===== config.mk =====
export PLATFORM = sky130hd
export DESIGN_NAME = bgr_to_yuv420_semiplanar_core
export DESIGN_NICKNAME = d
export VERILOG_FILES = /design/src/hw/rtl/b2y_pkg.sv /design/src/hw/rtl/bgr_to_yuv420_semiplanar_core.sv /design/src/hw/rtl/b2y_front.sv /design/src/hw/rtl/b2y_queue.sv /design/src/hw/rtl/b2y_back.sv
export VERILOG_INCLUDE_DIRS = /design/src /design/src/hw/rtl
export SDC_FILE = /design/constraint.sdc
export NUM_CORES = 1
export LEC_CHECK = 0
export BUFFER_PORTS_ARGS = -buffer_cell sky130_fd_sc_hd__buf_2
export CAP_MARGIN = 10
export CORE_UTILIZATION = 65
export CTS_BUF_LIST = sky130_fd_sc_hd__clkbuf_4 sky130_fd_sc_hd__clkbuf_8
export DETAILED_ROUTE_END_ITERATION = 8
export PLACE_DENSITY_LB_ADDON = 0.3
export SKIP_CTS_REPAIR_TIMING = 1
export SYNTH_ARGS = -nofsm -noshare
export SYNTH_HDL_FRONTEND = slang
export SYNTH_SLANG_ARGS = --single-unit
export TNS_END_PERCENT = 50

===== constraint.sdc =====
create_clock -name clk -period 18.45 [get_ports clk]
set_input_delay 3.69 -clock clk [delete_from_list [all_inputs] [get_ports clk]]
set_output_delay 3.69 -clock clk [all_outputs]
set_load 0.01 [all_outputs]

===== src/hw/rtl/assert_macros.svh =====
// shared assertion helpers, clocked on clk and muted while arst_n is low
`ifndef ASSERT_MACROS_SVH
`define ASSERT_MACROS_SVH

// property that must hold at every clock edge out of reset
`define ASSERT_CLK(name, prop, msg) \
	name: assert property (@(posedge clk) disable iff (!arst_n) prop) else $error(msg);

// condition that must never be seen at a clock edge out of reset
`define ASSERT_NEVER(name, cond, msg) \
	name: assert property (@(posedge clk) disable iff (!arst_n) !(cond)) else $error(msg);

`endif


===== src/hw/rtl/b2y_pkg.sv =====
package b2y_pkg;

	// default frame limits
	localparam int unsigned MAX_WIDTH_DEF  = 4096;
	localparam int unsigned MAX_HEIGHT_DEF = 4096;

	// register file
	localparam int unsigned CFG_DATA_W  = 13;
	localparam int unsigned CFG_INDEX_W = 2;
	localparam int unsigned RESET_WIDTH  = 640;
	localparam int unsigned RESET_HEIGHT = 480;

	typedef enum logic [CFG_INDEX_W-1:0] {
		REG_IMAGE_WIDTH  = 2'd0,
		REG_IMAGE_HEIGHT = 2'd1,
		REG_CHROMA_ORDER = 2'd2
	} cfg_reg_t;

	localparam logic CHROMA_NV12 = 1'b0;
	localparam logic CHROMA_NV21 = 1'b1;

	// field widths
	localparam int unsigned PIX_W         = 8;
	localparam int unsigned LUMA_ADDR_W   = 24;
	localparam int unsigned CHROMA_ADDR_W = 25;

	// queue between front and back
	localparam int unsigned QUEUE_DEPTH = 4;

	// bt.601 studio range arithmetic, all sums fit in 18 signed bits
	localparam int unsigned SUM_W = 18;
	localparam logic signed [SUM_W-1:0] COEF_YR = 18'sd66;
	localparam logic signed [SUM_W-1:0] COEF_YG = 18'sd129;
	localparam logic signed [SUM_W-1:0] COEF_YB = 18'sd25;
	localparam logic signed [SUM_W-1:0] COEF_UR = 18'sd38;
	localparam logic signed [SUM_W-1:0] COEF_UG = 18'sd74;
	localparam logic signed [SUM_W-1:0] COEF_UB = 18'sd112;
	localparam logic signed [SUM_W-1:0] COEF_VR = 18'sd112;
	localparam logic signed [SUM_W-1:0] COEF_VG = 18'sd94;
	localparam logic signed [SUM_W-1:0] COEF_VB = 18'sd18;
	localparam logic signed [SUM_W-1:0] ROUND_BIAS = 18'sd128;
	localparam logic signed [SUM_W-1:0] CHROMA_OFS = 18'sd32768;
	localparam logic signed [SUM_W-1:0] LUMA_OFS   = 18'sd16;
	localparam logic signed [SUM_W-1:0] PIX_MAX    = 18'sd255;
	localparam int unsigned FRAC_BITS = 8;

	// one classified pixel on its way to the back end
	typedef struct packed {
		logic [PIX_W-1:0]         blue;
		logic [PIX_W-1:0]         green;
		logic [PIX_W-1:0]         red;
		logic [LUMA_ADDR_W-1:0]   luma_address;
		logic                     chroma_valid;
		logic [CHROMA_ADDR_W-1:0] chroma_address;
		logic                     end_of_frame;
		logic                     chroma_order;
	} item_t;

	// saturate a signed sum to one byte
	function automatic logic [PIX_W-1:0] clamp8(input logic signed [SUM_W-1:0] v);
		logic [PIX_W-1:0] r;
		if (v < 0) begin
			r = '0;
		end else if (v > PIX_MAX) begin
			r = PIX_W'(PIX_MAX);
		end else begin
			r = v[PIX_W-1:0];
		end
		return r;
	endfunction

endpackage


===== src/hw/rtl/bgr_to_yuv420_semiplanar_core.sv =====
// an accepted input passes through the queue, the stage-1 register and the output register
// throughput: one pixel per clock while out_ready holds, set by the position counters
//   in the front end and the two-stage constant-multiply pipeline in the back end
// a four-entry queue decouples the two, so input keeps flowing while a result waits
// reset (arst_n low, asynchronous): 640 x 480, nv12 order, frame start, pipeline and queue empty
// no clearing pass: the block takes pixels as soon as reset is released
module bgr_to_yuv420_semiplanar_core #(
	parameter int unsigned MAX_WIDTH  = b2y_pkg::MAX_WIDTH_DEF,
	parameter int unsigned MAX_HEIGHT = b2y_pkg::MAX_HEIGHT_DEF
) (
	input  logic                                clk,
	input  logic                                arst_n,
	// configuration write port, no read-back
	input  logic                                cfg_we,
	input  logic [b2y_pkg::CFG_INDEX_W-1:0]     cfg_index,
	input  logic [b2y_pkg::CFG_DATA_W-1:0]      cfg_data,
	// pixel input channel
	input  logic                                in_valid,
	output logic                                in_ready,
	input  logic [b2y_pkg::PIX_W-1:0]           blue,
	input  logic [b2y_pkg::PIX_W-1:0]           green,
	input  logic [b2y_pkg::PIX_W-1:0]           red,
	// result channel
	output logic                                out_valid,
	input  logic                                out_ready,
	output logic [b2y_pkg::PIX_W-1:0]           luma,
	output logic [b2y_pkg::LUMA_ADDR_W-1:0]     luma_address,
	output logic                                chroma_valid,
	output logic [b2y_pkg::PIX_W-1:0]           first_chroma,
	output logic [b2y_pkg::PIX_W-1:0]           second_chroma,
	output logic [b2y_pkg::CHROMA_ADDR_W-1:0]   chroma_address,
	output logic                                end_of_frame
);

	// front to queue
	logic           push;
	logic           push_ready;
	b2y_pkg::item_t push_item;

	// queue to back
	logic           pop;
	logic           pop_valid;
	b2y_pkg::item_t pop_item;

	// front end: frame geometry, raster counters, luma and chroma addresses,
	// tags each pixel with its chroma flag and end of frame
	b2y_front #(
		.MAX_WIDTH  (MAX_WIDTH),
		.MAX_HEIGHT (MAX_HEIGHT)
	) u_front (
		.clk         (clk),
		.arst_n      (arst_n),
		.cfg_we      (cfg_we),
		.cfg_index   (cfg_index),
		.cfg_data    (cfg_data),
		.in_valid    (in_valid),
		.in_ready    (in_ready),
		.blue        (blue),
		.green       (green),
		.red         (red),
		.push        (push),
		.push_item   (push_item),
		.queue_ready (push_ready)
	);

	// short queue of classified pixels
	b2y_queue u_queue (
		.clk        (clk),
		.arst_n     (arst_n),
		.push       (push),
		.push_item  (push_item),
		.push_ready (push_ready),
		.pop        (pop),
		.pop_item   (pop_item),
		.pop_valid  (pop_valid)
	);

	// back end: color math, clamping, chroma order and the output register
	b2y_back u_back (
		.clk            (clk),
		.arst_n         (arst_n),
		.item_valid     (pop_valid),
		.item           (pop_item),
		.take           (pop),
		.out_valid      (out_valid),
		.out_ready      (out_ready),
		.luma           (luma),
		.luma_address   (luma_address),
		.chroma_valid   (chroma_valid),
		.first_chroma   (first_chroma),
		.second_chroma  (second_chroma),
		.chroma_address (chroma_address),
		.end_of_frame   (end_of_frame)
	);

endmodule


===== src/hw/rtl/b2y_front.sv =====
`include "assert_macros.svh"

module b2y_front #(
	parameter int unsigned MAX_WIDTH  = b2y_pkg::MAX_WIDTH_DEF,
	parameter int unsigned MAX_HEIGHT = b2y_pkg::MAX_HEIGHT_DEF
) (
	input  logic                             clk,
	input  logic                             arst_n,
	input  logic                             cfg_we,
	input  logic [b2y_pkg::CFG_INDEX_W-1:0]  cfg_index,
	input  logic [b2y_pkg::CFG_DATA_W-1:0]   cfg_data,
	input  logic                             in_valid,
	output logic                             in_ready,
	input  logic [b2y_pkg::PIX_W-1:0]        blue,
	input  logic [b2y_pkg::PIX_W-1:0]        green,
	input  logic [b2y_pkg::PIX_W-1:0]        red,
	output logic                             push,
	output b2y_pkg::item_t                   push_item,
	input  logic                             queue_ready
);

	localparam int unsigned WW   = $clog2(MAX_WIDTH + 1);
	localparam int unsigned HW   = $clog2(MAX_HEIGHT + 1);
	localparam int unsigned CW   = $clog2(MAX_WIDTH);
	localparam int unsigned RW   = $clog2(MAX_HEIGHT);
	localparam int unsigned PW   = WW + HW;
	localparam int unsigned CAW  = b2y_pkg::CHROMA_ADDR_W;
	localparam int unsigned EXTW = (PW > CAW) ? PW : CAW;
	localparam int unsigned RESET_W =
		(b2y_pkg::RESET_WIDTH > MAX_WIDTH) ? MAX_WIDTH : b2y_pkg::RESET_WIDTH;
	localparam int unsigned RESET_H =
		(b2y_pkg::RESET_HEIGHT > MAX_HEIGHT) ? MAX_HEIGHT : b2y_pkg::RESET_HEIGHT;

	logic [WW-1:0]                         eff_w_q;
	logic [HW-1:0]                         eff_h_q;
	logic                                  order_q;
	logic [CW-1:0]                         col_q;
	logic [RW-1:0]                         row_q;
	logic [b2y_pkg::LUMA_ADDR_W-1:0]       luma_pos_q;
	logic [CAW-1:0]                        chroma_pos_q;
	logic                                  reload_q;

	logic                                  accept;
	logic [WW:0]                           col_plus;
	logic [HW:0]                           row_plus;
	logic                                  col_last;
	logic                                  row_last;
	logic                                  eof;
	logic                                  cvalid;
	logic [PW-1:0]                         frame_prod;
	logic [EXTW-1:0]                       frame_ext;
	logic [CAW-1:0]                        cur_chroma;
	logic                                  col_in_range;

	// 0 reads as 1, anything above the limit reads as the limit
	function automatic logic [31:0] clamp_dim(input logic [b2y_pkg::CFG_DATA_W-1:0] v,
			input int unsigned lim);
		logic [31:0] v32;
		v32 = 32'(v);
		if (v32 == 32'd0) begin
			return 32'd1;
		end else if (v32 > lim) begin
			return lim;
		end
		return v32;
	endfunction

	assign in_ready = queue_ready;
	assign accept   = in_valid && queue_ready;
	assign push     = accept;

	assign col_plus = (WW+1)'(col_q) + (WW+1)'(1);
	assign row_plus = (HW+1)'(row_q) + (HW+1)'(1);
	assign col_last = col_plus >= {1'b0, eff_w_q};
	assign row_last = row_plus >= {1'b0, eff_h_q};
	assign eof      = col_last && row_last;
	assign cvalid   = !col_q[0] && !row_q[0];

	// chroma plane start, used right after a restart
	assign frame_prod = PW'(eff_w_q) * PW'(eff_h_q);
	assign frame_ext  = EXTW'(frame_prod);
	assign cur_chroma = reload_q ? frame_ext[CAW-1:0] : chroma_pos_q;

	always_comb begin
		push_item.blue           = blue;
		push_item.green          = green;
		push_item.red            = red;
		push_item.luma_address   = luma_pos_q;
		push_item.chroma_valid   = cvalid;
		push_item.chroma_address = cvalid ? cur_chroma : '0;
		push_item.end_of_frame   = eof;
		push_item.chroma_order   = order_q;
	end

	always_ff @(posedge clk or negedge arst_n) begin
		if (!arst_n) begin
			eff_w_q      <= WW'(RESET_W);
			eff_h_q      <= HW'(RESET_H);
			order_q      <= b2y_pkg::CHROMA_NV12;
			col_q        <= '0;
			row_q        <= '0;
			luma_pos_q   <= '0;
			chroma_pos_q <= '0;
			reload_q     <= 1'b1;
		end else begin
			if (accept) begin
				reload_q     <= 1'b0;
				chroma_pos_q <= cvalid ? cur_chroma + CAW'(2) : cur_chroma;
				if (eof) begin
					col_q      <= '0;
					row_q      <= '0;
					luma_pos_q <= '0;
					reload_q   <= 1'b1;
				end else begin
					luma_pos_q <= luma_pos_q + b2y_pkg::LUMA_ADDR_W'(1);
					if (col_last) begin
						col_q <= '0;
						row_q <= row_q + RW'(1);
					end else begin
						col_q <= col_q + CW'(1);
					end
				end
			end
			if (cfg_we) begin
				unique case (b2y_pkg::cfg_reg_t'(cfg_index))
					b2y_pkg::REG_IMAGE_WIDTH: begin
						eff_w_q    <= WW'(clamp_dim(cfg_data, MAX_WIDTH));
						col_q      <= '0;
						row_q      <= '0;
						luma_pos_q <= '0;
						reload_q   <= 1'b1;
					end
					b2y_pkg::REG_IMAGE_HEIGHT: begin
						eff_h_q    <= HW'(clamp_dim(cfg_data, MAX_HEIGHT));
						col_q      <= '0;
						row_q      <= '0;
						luma_pos_q <= '0;
						reload_q   <= 1'b1;
					end
					b2y_pkg::REG_CHROMA_ORDER: begin
						order_q <= cfg_data[0];
					end
					default: begin
					end
				endcase
			end
		end
	end

	assign col_in_range = WW'(col_q) < eff_w_q;

	`ASSERT_CLK(a_col_in_frame, col_in_range, "column counter beyond frame width")
	`ASSERT_CLK(a_restart_has_chroma, (accept && reload_q) |-> push_item.chroma_valid,
		"first pixel of a frame without chroma")

endmodule


===== src/hw/rtl/b2y_queue.sv =====
`include "assert_macros.svh"

module b2y_queue (
	input  logic           clk,
	input  logic           arst_n,
	input  logic           push,
	input  b2y_pkg::item_t push_item,
	output logic           push_ready,
	input  logic           pop,
	output b2y_pkg::item_t pop_item,
	output logic           pop_valid
);

	localparam int unsigned DEPTH = b2y_pkg::QUEUE_DEPTH;
	localparam int unsigned PTRW  = $clog2(DEPTH);
	localparam int unsigned CNTW  = $clog2(DEPTH + 1);

	b2y_pkg::item_t   mem_q [DEPTH];
	logic [PTRW-1:0]  wr_ptr_q;
	logic [PTRW-1:0]  rd_ptr_q;
	logic [CNTW-1:0]  count_q;

	assign push_ready = count_q != CNTW'(DEPTH);
	assign pop_valid  = count_q != '0;
	assign pop_item   = mem_q[rd_ptr_q];

	always_ff @(posedge clk) begin
		if (push) begin
			mem_q[wr_ptr_q] <= push_item;
		end
	end

	always_ff @(posedge clk or negedge arst_n) begin
		if (!arst_n) begin
			wr_ptr_q <= '0;
			rd_ptr_q <= '0;
			count_q  <= '0;
		end else begin
			if (push) begin
				wr_ptr_q <= wr_ptr_q + PTRW'(1);
			end
			if (pop) begin
				rd_ptr_q <= rd_ptr_q + PTRW'(1);
			end
			unique case ({push, pop})
				2'b10:   count_q <= count_q + CNTW'(1);
				2'b01:   count_q <= count_q - CNTW'(1);
				default: count_q <= count_q;
			endcase
		end
	end

	`ASSERT_NEVER(a_no_underflow, pop && !pop_valid, "pop from empty queue")
	`ASSERT_NEVER(a_no_overflow, push && !push_ready, "push into full queue")

endmodule


===== src/hw/rtl/b2y_back.sv =====
module b2y_back (
	input  logic                                clk,
	input  logic                                arst_n,
	input  logic                                item_valid,
	input  b2y_pkg::item_t                      item,
	output logic                                take,
	output logic                                out_valid,
	input  logic                                out_ready,
	output logic [b2y_pkg::PIX_W-1:0]           luma,
	output logic [b2y_pkg::LUMA_ADDR_W-1:0]     luma_address,
	output logic                                chroma_valid,
	output logic [b2y_pkg::PIX_W-1:0]           first_chroma,
	output logic [b2y_pkg::PIX_W-1:0]           second_chroma,
	output logic [b2y_pkg::CHROMA_ADDR_W-1:0]   chroma_address,
	output logic                                end_of_frame
);

	localparam int unsigned SW = b2y_pkg::SUM_W;
	localparam int unsigned PW = b2y_pkg::PIX_W;

	logic                  valid_s1;
	logic signed [SW-1:0]  y_s1;
	logic signed [SW-1:0]  u_s1;
	logic signed [SW-1:0]  v_s1;
	b2y_pkg::item_t        meta_s1;

	logic                  out_valid_q;
	logic [PW-1:0]         luma_q;
	logic [b2y_pkg::LUMA_ADDR_W-1:0]   luma_addr_q;
	logic                  cvalid_q;
	logic [PW-1:0]         first_q;
	logic [PW-1:0]         second_q;
	logic [b2y_pkg::CHROMA_ADDR_W-1:0] caddr_q;
	logic                  eof_q;

	logic                  adv_out;
	logic                  s1_ready;
	logic signed [SW-1:0]  b_s;
	logic signed [SW-1:0]  g_s;
	logic signed [SW-1:0]  r_s;
	logic signed [SW-1:0]  y_sum;
	logic signed [SW-1:0]  u_sum;
	logic signed [SW-1:0]  v_sum;
	logic [PW-1:0]         y_c;
	logic [PW-1:0]         u_c;
	logic [PW-1:0]         v_c;

	assign adv_out  = !out_valid_q || out_ready;
	assign s1_ready = !valid_s1 || adv_out;
	assign take     = item_valid && s1_ready;

	// stage 1: constant multiplies, bias keeps chroma sums non-negative
	assign b_s = $signed(SW'(item.blue));
	assign g_s = $signed(SW'(item.green));
	assign r_s = $signed(SW'(item.red));

	assign y_sum = b2y_pkg::COEF_YR * r_s + b2y_pkg::COEF_YG * g_s
		+ b2y_pkg::COEF_YB * b_s + b2y_pkg::ROUND_BIAS;
	assign u_sum = b2y_pkg::COEF_UB * b_s - b2y_pkg::COEF_UR * r_s
		- b2y_pkg::COEF_UG * g_s + b2y_pkg::ROUND_BIAS + b2y_pkg::CHROMA_OFS;
	assign v_sum = b2y_pkg::COEF_VR * r_s - b2y_pkg::COEF_VG * g_s
		- b2y_pkg::COEF_VB * b_s + b2y_pkg::ROUND_BIAS + b2y_pkg::CHROMA_OFS;

	// stage 2: floor shift, offset, saturate
	assign y_c = b2y_pkg::clamp8((y_s1 >>> b2y_pkg::FRAC_BITS) + b2y_pkg::LUMA_OFS);
	assign u_c = b2y_pkg::clamp8(u_s1 >>> b2y_pkg::FRAC_BITS);
	assign v_c = b2y_pkg::clamp8(v_s1 >>> b2y_pkg::FRAC_BITS);

	always_ff @(posedge clk or negedge arst_n) begin
		if (!arst_n) begin
			valid_s1    <= 1'b0;
			out_valid_q <= 1'b0;
		end else begin
			if (take) begin
				valid_s1 <= 1'b1;
			end else if (adv_out) begin
				valid_s1 <= 1'b0;
			end
			if (adv_out) begin
				out_valid_q <= valid_s1;
			end
		end
	end

	always_ff @(posedge clk) begin
		if (take) begin
			y_s1    <= y_sum;
			u_s1    <= u_sum;
			v_s1    <= v_sum;
			meta_s1 <= item;
		end
		if (valid_s1 && adv_out) begin
			luma_q      <= y_c;
			luma_addr_q <= meta_s1.luma_address;
			cvalid_q    <= meta_s1.chroma_valid;
			caddr_q     <= meta_s1.chroma_address;
			eof_q       <= meta_s1.end_of_frame;
			if (!meta_s1.chroma_valid) begin
				first_q  <= '0;
				second_q <= '0;
			end else if (meta_s1.chroma_order == b2y_pkg::CHROMA_NV21) begin
				first_q  <= v_c;
				second_q <= u_c;
			end else begin
				first_q  <= u_c;
				second_q <= v_c;
			end
		end
	end

	assign out_valid      = out_valid_q;
	assign luma           = luma_q;
	assign luma_address   = luma_addr_q;
	assign chroma_valid   = cvalid_q;
	assign first_chroma   = first_q;
	assign second_chroma  = second_q;
	assign chroma_address = caddr_q;
	assign end_of_frame   = eof_q;

endmodule


==> impl_metrics.csv <==
group,metric,value,unit
grt,track_usage,0.286,
clocking,cts_root_buffer,"clkbuf_8",
setup_path,end_kind,"register",
clocking,cts_buffers,87,
timing,hold_violations,0,
synthesis,synthDistinctLibCells,90,
hold_path,min-delay-path-class,"reg2reg",
setup_path,crit_start,"u_queue.rd_ptr_q[0]",
placement,gp_congestion,0.929,
timing,worstMarginPinSlew,1.09,ns
clocking,clockBufferDepth,3,
die,dieArea,55900,um^2
synthesis,synth_top_cell_area_share,0.388,
placement,dp.final_hpwl,56300,um
layout,nets,3646,
setup_path,slowest_stage,"dfrtp_4",
detailed_routing,drtPass1Iterations,7,
setup_path,timing.critical_path.mode_cell,"ha_1",
grt,globalRouteOverflowTotal,0,
die,fp.dieW,236,um
timing,setup_viol_count_final,0,
detailed_routing,drc,0,
setup_path,crit_fanout,41,
timing,min_period,7.58,ns
die,core_area,54000,um^2
layout,fin_cells,3838,
synthesis,syn_inst,2940,
die,io_pins,121,
detailed_routing,num_vias,22600,
synthesis,yosysTopAreaCell,"edfxtp_1",
synthesis,syn_area,35700,um^2
timing,clock.fmax,132,MHz
setup_path,cpPeakStageDelay,0.93,ns
layout,area_growth_syn_to_layout,8.60,%
detailed_routing,vias_per_cell,5.88,
synthesis,synth_area_leaders,"edfxtp_1 (39%), ha_1 (12%), fa_1 (11%)",
layout,fill_cells,3587,
clocking,cts.sinks,571,
setup_path,startpoint_type,"register",
clocking,cts_tree,"yes",
placement,portBuffers,120,
grt,grt_antenna_before_repair,5,
clocking,clock_insertion_delay_worst_skew,0.70,ns
timing,worst_slack,10.87,ns
setup_path,cp_top_family,"adder cells",
synthesis,synth_seq_cells,571,
synthesis,synth_common_cells,"edfxtp_1 (461), inv_1 (406), ha_1 (336)",
grt,grt_pass1_wl,124000,um
synthesis,yosysMostFrequentCell,"edfxtp_1",
synthesis,ys_seq_area_frac,0.465,
setup_path,path_buf_inv,4,
timing,relSlewSlack,0.275,
synthesis,ys_warn_count,0,
setup_path,worst_ep_required_time,18.86,ns
detailed_routing,routedWlPerCell,20.1,um
job,cap_violations,0,
timing,tns,0,ns
grt,grt_pass1_vias,23700,
setup_path,critPathKind,"reg2reg",
setup_path,reg2reg_from,"u_queue.rd_ptr_q[0]",
synthesis,async_flop_share,0.193,
hold_path,min_from,"u_back.meta_s1[36]",
die,rows,85,
synthesis,synth_fp_nets,3518,
placement,placed_cells,3675,
layout,drive_gt1_frac,0.130,
die,start_util,0.661,
timing,finalCritPeriodShare,0.411,
detailed_routing,ant_nets,0,
synthesis,yosys_most_used_dff,"edfxtp_1",
placement,place_ws,10.82,ns
die,die_h,236,um
timing,rsz0062_at_grt,"no",
status,status,"finished clean",
clocking,htree_num_levels,3,
grt,grt_max_degree,76,
synthesis,syn_area_per_cell,12.1,um^2
synthesis,synth_edf_count,461,
setup_path,critPathArrivalTime,8.00,ns
timing,finalClockSkew,0.0313,ns
clocking,clk_pin_slew,0.06,ns
detailed_routing,detail_route.iter0.violations,1497,
timing,slew_viol_final,0,
detailed_routing,totalWireLength,77200,um
-- worst paths after layout --
path / to / slack [ns] / depth (start not counted)
max: u_back.y_s1[16] / 10.87 / 25
max reg2reg: u_back.y_s1[16] / 10.87 / 25
min: u_back.luma_address[8] / 0.40 / 0
min in group asynchronous: u_front.luma_pos_q[14] / 3.03 / 1
max in group asynchronous: u_queue.rd_ptr_q[1] / 13.96 / 2
min reg2reg: u_back.luma_address[8] / 0.40 / 0
-- layout make-up --
class / instances / area [um^2] / area share
clock inverters: 37 / 302 / 0.00778
clock buffers: 123 / 1520 / 0.0391
flip-flops and latches: 571 / 16600 / 0.428
repair buffers: 135 / 716 / 0.0185
well taps: 696 / 871 / 0.0225
inverters: 417 / 1570 / 0.0404
diodes: 3 / 7.51 / 0.000194
multi-input cells: 1856 / 17200 / 0.443
-- kinds of logic after synthesis --
kind of cell	after synthesis	share of synthesized area
buf+inv	513	0.0546
fa+ha+maj	534	0.229
compound gates	377	0.0675
mux	92	0.0527
simple gates	701	0.0940
xor+xnor	152	0.0373
flops	571	0.465
-- metal layers --
| layer | up-vias | GRT usage | wire [um] |
|---|---|---|---|
| met4 | 4 | 0.106 | 2340 |
| met5 | - | 0 | 28 |
| met2 | 637 | 0.507 | 40600 |
| met3 | 161 | 0.0400 | 3520 |
| li1 | 10400 | - | - |
| met1 | 11300 | 0.356 | 30700 |
-- placed cells by master, fill, tap and decap left out, types with 8 or more instances in the layout --
cell,instances
buf_2,119
and3_1,32
nor2b_1,32
a21o_1,34
dfrtp_1,101
nand4_1,10
mux4_2,76
and2_1,17
nand2b_1,23
ha_1,336
mux2_2,8
fa_1,198
clkbuf_8,95
buf_4,16
a211oi_1,18
nor2_1,249
inv_1,406
o21bai_1,25
clkinv_1,29
clkbuf_4,28
edfxtp_1,461
xor2_1,56
nand3_1,41
clkinv_2,8
mux2i_1,8
nand3b_1,17
xnor2_1,96
o21ai_0,92
a21oi_1,132
or4_1,10
nor3_1,35
nand2_1,193
-- sequential cells by signal, summed over array words and instances (netlist names), 13 cells and up --
name and flops:
u_front.chroma_pos_q 25, u_front.luma_pos_q 24, u_queue.mem_q 304, u_front.eff_h_q 13, u_back.meta_s1 52, u_back.luma_address 24
u_front.eff_w_q 13, u_back.chroma_address 25
-- stage by stage --
| stage | cell area [um^2] | hold slack (ns) | util |
|---|---|---|---|
| global route | 38800 | 0.413 | 0.718 |
| CTS | 38800 | 0.405 | 0.718 |
| finish | 38800 | 0.403 | 0.718 |
| detailed placement | 36900 | 0.405 | 0.684 |
| global placement | 36900 | 0.401 | 0.684 |
| floorplan | 35700 | 0.400 | - |
Power is not shown: default switching activity piles up to over one toggle a cycle in this logic, so the estimate is an artifact.
